[config.mk]
export PLATFORM = sky130hd
export DESIGN_NAME = pci_ctrl
export DESIGN_NICKNAME = d
export VERILOG_FILES = /design/src/design/pci_pkg.sv /design/src/design/pci_ctrl.sv
export SDC_FILE = /design/constraint.sdc
export NUM_CORES = 1
export LEC_CHECK = 0
export ABC_CLOCK_PERIOD_IN_PS = 4000
export BUFFER_PORTS_ARGS = -buffer_cell sky130_fd_sc_hd__buf_2
export CAP_MARGIN = 20
export CORE_AREA = 2 2 39 41
export CTS_BUF_LIST = sky130_fd_sc_hd__clkbuf_2 sky130_fd_sc_hd__clkbuf_4 sky130_fd_sc_hd__clkbuf_8
export CTS_CLUSTER_SIZE = 25
export DETAILED_ROUTE_END_ITERATION = 10
export DIE_AREA = 0 0 41 43
export PLACE_DENSITY = 0.7
export SLEW_MARGIN = 20
export SYNTH_ARGS = -nofsm -noshare
export SYNTH_HDL_FRONTEND = slang
export SYNTH_SLANG_ARGS = --single-unit
[constraint.sdc]
create_clock -name clk -period 4 [get_ports clk]
set_input_delay 0.8 -clock clk [delete_from_list [all_inputs] [get_ports clk]]
set_output_delay 0.8 -clock clk [all_outputs]
set_load 0.02 [all_outputs]
[src/design/pci_pkg.sv]
// ----------------------------------------------------------------------------
// pci_pkg
// Shared types and constants for the permutation compose/invert block.
// ----------------------------------------------------------------------------
package pci_pkg;

  localparam int MAX_ELEMENTS = 256;
  localparam int ADDR_W       = 8;
  localparam int DATA_W       = 8;
  localparam int SIZE_W       = 9;
  localparam int RAM_DEPTH    = 1 << ADDR_W;

  // largest element count that can be in use
  localparam logic [SIZE_W-1:0] ACTIVE_MAX =
    SIZE_W'((MAX_ELEMENTS < RAM_DEPTH) ? MAX_ELEMENTS : RAM_DEPTH);
  localparam logic [SIZE_W-1:0] SIZE_RESET = SIZE_W'(256);

  localparam logic [2:0] ACT_WRITE_WORK  = 3'd0;
  localparam logic [2:0] ACT_WRITE_OTHER = 3'd1;
  localparam logic [2:0] ACT_COMPOSE     = 3'd2;
  localparam logic [2:0] ACT_INVERT      = 3'd3;
  localparam logic [2:0] ACT_DIFFERENCE  = 3'd4;
  localparam logic [2:0] ACT_READ        = 3'd5;
  localparam logic [2:0] ACT_SWAP        = 3'd6;
  localparam logic [2:0] ACT_IDENTITY    = 3'd7;

  localparam logic REG_PERM_SIZE = 1'b0;

  typedef enum logic [1:0] {
    PASS_FILL,     // working[k] = k
    PASS_COPY,     // alt 0: scratch -> working, alt 1: other -> scratch
    PASS_SCATTER,  // alt 0: inverse of working, alt 1: of other, into scratch
    PASS_MAP       // alt 0: working through other, alt 1: through scratch
  } pass_t;

  typedef enum logic [3:0] {
    ST_IDLE,
    ST_READ,
    ST_FILL,
    ST_MAP,
    ST_INV_SCAT,
    ST_INV_COPY,
    ST_DIF_COPY,
    ST_DIF_SCAT,
    ST_DIF_MAP
  } state_t;

  typedef struct packed {
    logic  wr_work;
    logic  wr_other;
    logic  rd_issue;
    logic  swap;
    logic  pass_start;
    pass_t pass_kind;
    logic  pass_alt;
    logic  load;
    logic  load_read;
  } cmd_t;

  typedef struct packed {
    logic busy;
  } status_t;

endpackage

[src/design/pci_ctrl.sv]
// ----------------------------------------------------------------------------
// pci_ctrl
// Request sequencer: accepts requests, chains element passes, issues results.
// ----------------------------------------------------------------------------
module pci_ctrl (
  input  logic             clk,
  input  logic             rst,
  input  logic             req_valid,
  output logic             req_stall,
  input  logic [2:0]       action,
  output logic             res_valid,
  input  logic             res_stall,
  output pci_pkg::cmd_t    cmd,
  input  pci_pkg::status_t status
);

  pci_pkg::state_t state, state_next;
  logic            res_valid_next;
  logic            accept;

  assign req_stall = (state != pci_pkg::ST_IDLE) || (res_valid && res_stall);
  assign accept    = req_valid && !req_stall;

  always_comb begin
    state_next = state;
    case (state)
      pci_pkg::ST_IDLE: begin
        if (accept) begin
          case (action)
            pci_pkg::ACT_COMPOSE:    state_next = pci_pkg::ST_MAP;
            pci_pkg::ACT_INVERT:     state_next = pci_pkg::ST_INV_SCAT;
            pci_pkg::ACT_DIFFERENCE: state_next = pci_pkg::ST_DIF_COPY;
            pci_pkg::ACT_READ:       state_next = pci_pkg::ST_READ;
            pci_pkg::ACT_IDENTITY:   state_next = pci_pkg::ST_FILL;
            default:                 state_next = pci_pkg::ST_IDLE;
          endcase
        end
      end
      pci_pkg::ST_READ: state_next = pci_pkg::ST_IDLE;
      pci_pkg::ST_FILL, pci_pkg::ST_MAP, pci_pkg::ST_INV_COPY,
      pci_pkg::ST_DIF_MAP: begin
        if (!status.busy) state_next = pci_pkg::ST_IDLE;
      end
      pci_pkg::ST_INV_SCAT: begin
        if (!status.busy) state_next = pci_pkg::ST_INV_COPY;
      end
      pci_pkg::ST_DIF_COPY: begin
        if (!status.busy) state_next = pci_pkg::ST_DIF_SCAT;
      end
      pci_pkg::ST_DIF_SCAT: begin
        if (!status.busy) state_next = pci_pkg::ST_DIF_MAP;
      end
      default: state_next = pci_pkg::ST_IDLE;
    endcase
  end

  always_comb begin
    cmd = '0;
    cmd.pass_kind = pci_pkg::PASS_FILL;
    case (state)
      pci_pkg::ST_IDLE: begin
        if (accept) begin
          case (action)
            pci_pkg::ACT_WRITE_WORK: begin
              cmd.wr_work = 1'b1;
              cmd.load    = 1'b1;
            end
            pci_pkg::ACT_WRITE_OTHER: begin
              cmd.wr_other = 1'b1;
              cmd.load     = 1'b1;
            end
            pci_pkg::ACT_COMPOSE: begin
              cmd.pass_start = 1'b1;
              cmd.pass_kind  = pci_pkg::PASS_MAP;
            end
            pci_pkg::ACT_INVERT: begin
              cmd.pass_start = 1'b1;
              cmd.pass_kind  = pci_pkg::PASS_SCATTER;
            end
            pci_pkg::ACT_DIFFERENCE: begin
              cmd.pass_start = 1'b1;
              cmd.pass_kind  = pci_pkg::PASS_COPY;
              cmd.pass_alt   = 1'b1;
            end
            pci_pkg::ACT_READ: cmd.rd_issue = 1'b1;
            pci_pkg::ACT_SWAP: begin
              cmd.swap = 1'b1;
              cmd.load = 1'b1;
            end
            pci_pkg::ACT_IDENTITY: begin
              cmd.pass_start = 1'b1;
              cmd.pass_kind  = pci_pkg::PASS_FILL;
            end
            default: begin
            end
          endcase
        end
      end
      pci_pkg::ST_READ: begin
        cmd.load      = 1'b1;
        cmd.load_read = 1'b1;
      end
      pci_pkg::ST_FILL, pci_pkg::ST_MAP, pci_pkg::ST_INV_COPY,
      pci_pkg::ST_DIF_MAP: begin
        cmd.load = !status.busy;
      end
      pci_pkg::ST_INV_SCAT: begin
        cmd.pass_start = !status.busy;
        cmd.pass_kind  = pci_pkg::PASS_COPY;
      end
      pci_pkg::ST_DIF_COPY: begin
        cmd.pass_start = !status.busy;
        cmd.pass_kind  = pci_pkg::PASS_SCATTER;
        cmd.pass_alt   = 1'b1;
      end
      pci_pkg::ST_DIF_SCAT: begin
        cmd.pass_start = !status.busy;
        cmd.pass_kind  = pci_pkg::PASS_MAP;
        cmd.pass_alt   = 1'b1;
      end
      default: begin
      end
    endcase
  end

  // result slot is free or draining whenever a load happens
  assign res_valid_next = cmd.load ? 1'b1 : (res_valid && res_stall);

  always_ff @(posedge clk) begin
    if (rst) begin
      state     <= pci_pkg::ST_IDLE;
      res_valid <= 1'b0;
    end else begin
      state     <= state_next;
      res_valid <= res_valid_next;
    end
  end

endmodule

Word level (Yosys, flattened, before mapping)
Cells that the tools add are included.

word-level totals
  flip-flop bits (word level) = 5
  bits in latches = 0
  memory bits (writable) = 0
  memory bits (read-only) = 0
  input port bits = 8
  output and inout bits = 12
  logic and storage cells = 55
  memories kept = 0

cells by class
  add/sub/neg operators = 0
  $mul = 0
  divide/modulo/power cells = 0
  order comparisons = 0
  equal/unequal tests = 20
  shift-type cells = 0
  mux-type cells = 21
  bitwise gates (word level) = 0
  reductions and logical operators = 12

operators by type and width
  operator                                              number
  two-way mux 4 bit                                     6
  case mux 3 bit (4 select lines)                       2
  case mux 4 bit (5 select lines)                       1
  equality test 4 x 3 -> 1 bit (second input constant)  4
  case mux 3 bit (5 select lines)                       1
  equality test 3 bit (second input constant)           4
  inequality test 2 bit (second input constant)         5
  two-way mux 9 bit                                     1
  equality test 4 x 2 -> 1 bit (second input constant)  2
  two-way mux 1 bit                                     8
  equality test 3 x 2 -> 1 bit (second input constant)  2
  AND reduction 5 bit                                   1
  equality test 4 x 1 -> 1 bit (second input constant)  1
  equality test 4 bit (second input constant)           1
  zero test 4 bit                                       1
  nonzero test 4 bit                                    1
  OR reduction 4 bit                                    1
  equality test 3 x 1 -> 1 bit (second input constant)  1
  zero test 3 bit                                       1
  case mux 1 bit (3 select lines)                       1
  OR reduction 3 bit                                    1
  logical AND 1 bit                                     2
  zero test 1 bit                                       2
  case mux 1 bit (2 select lines)                       1
  2 further kinds                                       2

Longest topological paths before layout
  word-level depth = 7
  gate-level depth with buffers = 5
  mapped depth without buffers = 4

Least setup slack after synthesis
No wires, ideal clock.

  path type = in2out
  start = input action[2]
  end = output cmd[2] (netlist name)
  arrival time = 1.925 ns
  required time = 3.200 ns
  path slack = 1.275 ns
  stages on the path = 4
  path buffers = 1
  cells stage by stage = clkbuf_1 > inv_1 > or3_1 > o31ai_2

RTL lines
  what         RTL line        source
  from (decl)  pci_ctrl.sv:10  input logic [2:0] action,
  to (decl)    pci_ctrl.sv:13  output pci_pkg::cmd_t cmd,

==> flow_metrics.py <==
metrics = {
    "outcome": {
        "status": "complete, no violations",
    },
    "timing": {
        "setup_slack_ps": 1240,
        "hold_viol": 0,
        "finalMaxSlewViolations": 0,
        "relSlewSlack": 0.738,
        "worst_pin_slew_ps": 390,
        "fin_skew_ps": 1.78,
        "tns_ps": 0,
        "setup_violations": 0,
        "post-route-period-util": 0.691,
        "period_needed_ps": 2760,
        "rsz0062_at_grt": "no",
        "fmax_mhz": 362,
    },
    "clocking": {
        "root_buffer": "clkbuf_4",
        "cts_setup_buffers": 0,
        "clock_path_buffers": 2,
        "clk-insertion-delay-late_ps": 240,
        "cts_tree": "built",
        "cts_sinks": 5,
        "clk_pin_slew_ps": 40,
        "htree_levels": 1,
        "cts_made_buffers": 3,
        "cts_hold_buffers": 0,
        "cts_resized": 0,
    },
    "final_layout": {
        "antenna_cells": 0,
        "drive_above_1_share": 0.323,
        "design_area_sq_um": 677,
        "syn_to_final_growth_pct": 17.9,
        "layoutNonFillerInstCount": 109,
        "nets": 102,
    },
    "synth": {
        "synth_common_cells": "a21oi_1 (8), nand2_1 (7), dfxtp_1 (5), inv_1 (5), nor3_1 (5)",
        "synthFlopType": "dfxtp_1",
        "ys_warn_count": 0,
        "yosysMostFrequentCell": "a21oi_1",
        "netlist_instances": 77,
        "yosysSeqAreaShare": 0.174,
        "synth_async_sr_flop_share": 0,
        "ys_ff_latch": 5,
        "synth.area.top_cells": "dfxtp_1 (17%), a21oi_1 (7.0%), a311o_1 (5.2%)",
        "yosysTopAreaCell": "dfxtp_1",
        "yosys.area.top_type_share": 0.174,
        "syn_area_sq_um": 574,
        "synth_edf_count": 0,
        "ys_types": 34,
        "syn-mean-instance-area_sq_um": 7.46,
        "syn-num-nets": 85,
    },
    "placement": {
        "place_hpwl_microns": 964,
        "placedCellCount": 105,
        "gp_congestion": 0.791,
        "port_buffers": 19,
        "place_area_sq_um": 647,
        "dp_slack_ps": 1390,
    },
    "die": {
        "io_pins": 20,
        "die_x_microns": 41,
        "fp.dieH_microns": 43,
        "start_util": 0.415,
        "rows": 14,
        "die-area_sq_um": 1760,
        "core_sq_um": 1380,
    },
    "global_routing": {
        "grt.total_usage": 0.164,
        "grt_pass1_vias": 514,
        "antenna_found_initial": 0,
        "grt_pass1_wl_microns": 2060,
        "grt_max_degree": 16,
        "grt-ovfl-total": 0,
    },
    "setup_path": {
        "path_class": "flip-flop to output port",
        "crit_path_end_kind": "output port",
        "required_ps": 3200,
        "start_kind": "flip-flop",
        "cp_max_fo": 12,
        "arrival_ps": 1960,
    },
    "drt": {
        "wire_per_inst_microns": 11.5,
        "viasPerCell": 5.68,
        "dr.pass1.iters": 3,
        "drt_iter0_drc": 8,
        "vias": 619,
        "post-route-drc-count": 0,
        "antenna_left": 0,
        "wirelength_microns": 1260,
    },
    "power": {
        "ir_drop_v": 0.000392,
        "power_density_nw_per_um2": 571,
        "power_leakage_nw": 0.278,
        "finalPower_mw": 0.386,
    },
    "flow_run": {
        "drv_cap": 0,
    },
    "hold_path": {
        "hold_class": "flip-flop to flip-flop",
    },
}
## layout by cell type, fill, tap and decap left out, types with 3 or more instances in the layout
cell,count
a311o_1,3
dfxtp_1,5
inv_1,5
nand2_1,7
nor2_1,3
buf_2,19
nand2b_1,3
a21oi_1,8
o22ai_1,3
clkbuf_4,4
nor3_1,5
xnor2_1,3
nor4_1,3
## sequential cells by signal (all words and copies together) (netlist names)
name       flops
state          4
res_valid      1
## stage by stage
| stage | util | hold WS (ps) |
|---|---|---|
| floorplan | - | 589 |
| global placement | 0.467 | 626 |
| finish | 0.489 | 638 |
| detailed placement | 0.467 | 634 |
| CTS | 0.489 | 652 |
| global route | 0.489 | 685 |
## worst paths after layout
kind	startpoint	to	slack, ps	cells after the start
worst max-delay path	state[3]	cmd[2]	1240	4
worst min-delay path	res_valid	res_valid	640	2
worst max register to register	state[3]	res_valid	2410	4
worst min register to register	res_valid	res_valid	640	2
## layer usage
metal	global-route usage	routed length, microns	up-vias
li1	-	-	320
met1	0.232	587	285
met2	0.238	585	14
met3	0.0628	82	0
met4	0.0200	0	0
met5	0	0	-
## layout make-up
type / count / area, sq um
timing repair buffer: 19 / 95.1
sequential: 5 / 100
inverter: 5 / 18.8
multi-input combinational: 60 / 413
clock buffer: 4 / 30.0
fill: 151 / 707
tap: 16 / 20.0
## cell families (layout without fill, tap and decap cells)
kind of cell,after synthesis,in the layout,share of synthesized area
AOI/OAI and AO/OA,24,24,0.294
xor gates and xnor gates,3,3,0.0458
DFF,5,5,0.174
and+or+nand+nor,33,33,0.379
buffers and inverters,12,28,0.107
## power by group
group | switching [mW] | total [mW] | internal (mW)
combinational | 0.143 | 0.233 | 0.0900
sequential | 0.0258 | 0.0888 | 0.0630
clock | 0.0201 | 0.0646 | 0.0444
## critical path, stage by stage, from the launching register on
cell,delay [ps]
dfxtp_1,420
or4_4,610
or3_1,340
o31ai_2,170
buf_2,190
(Power assumes the default switching activity.)
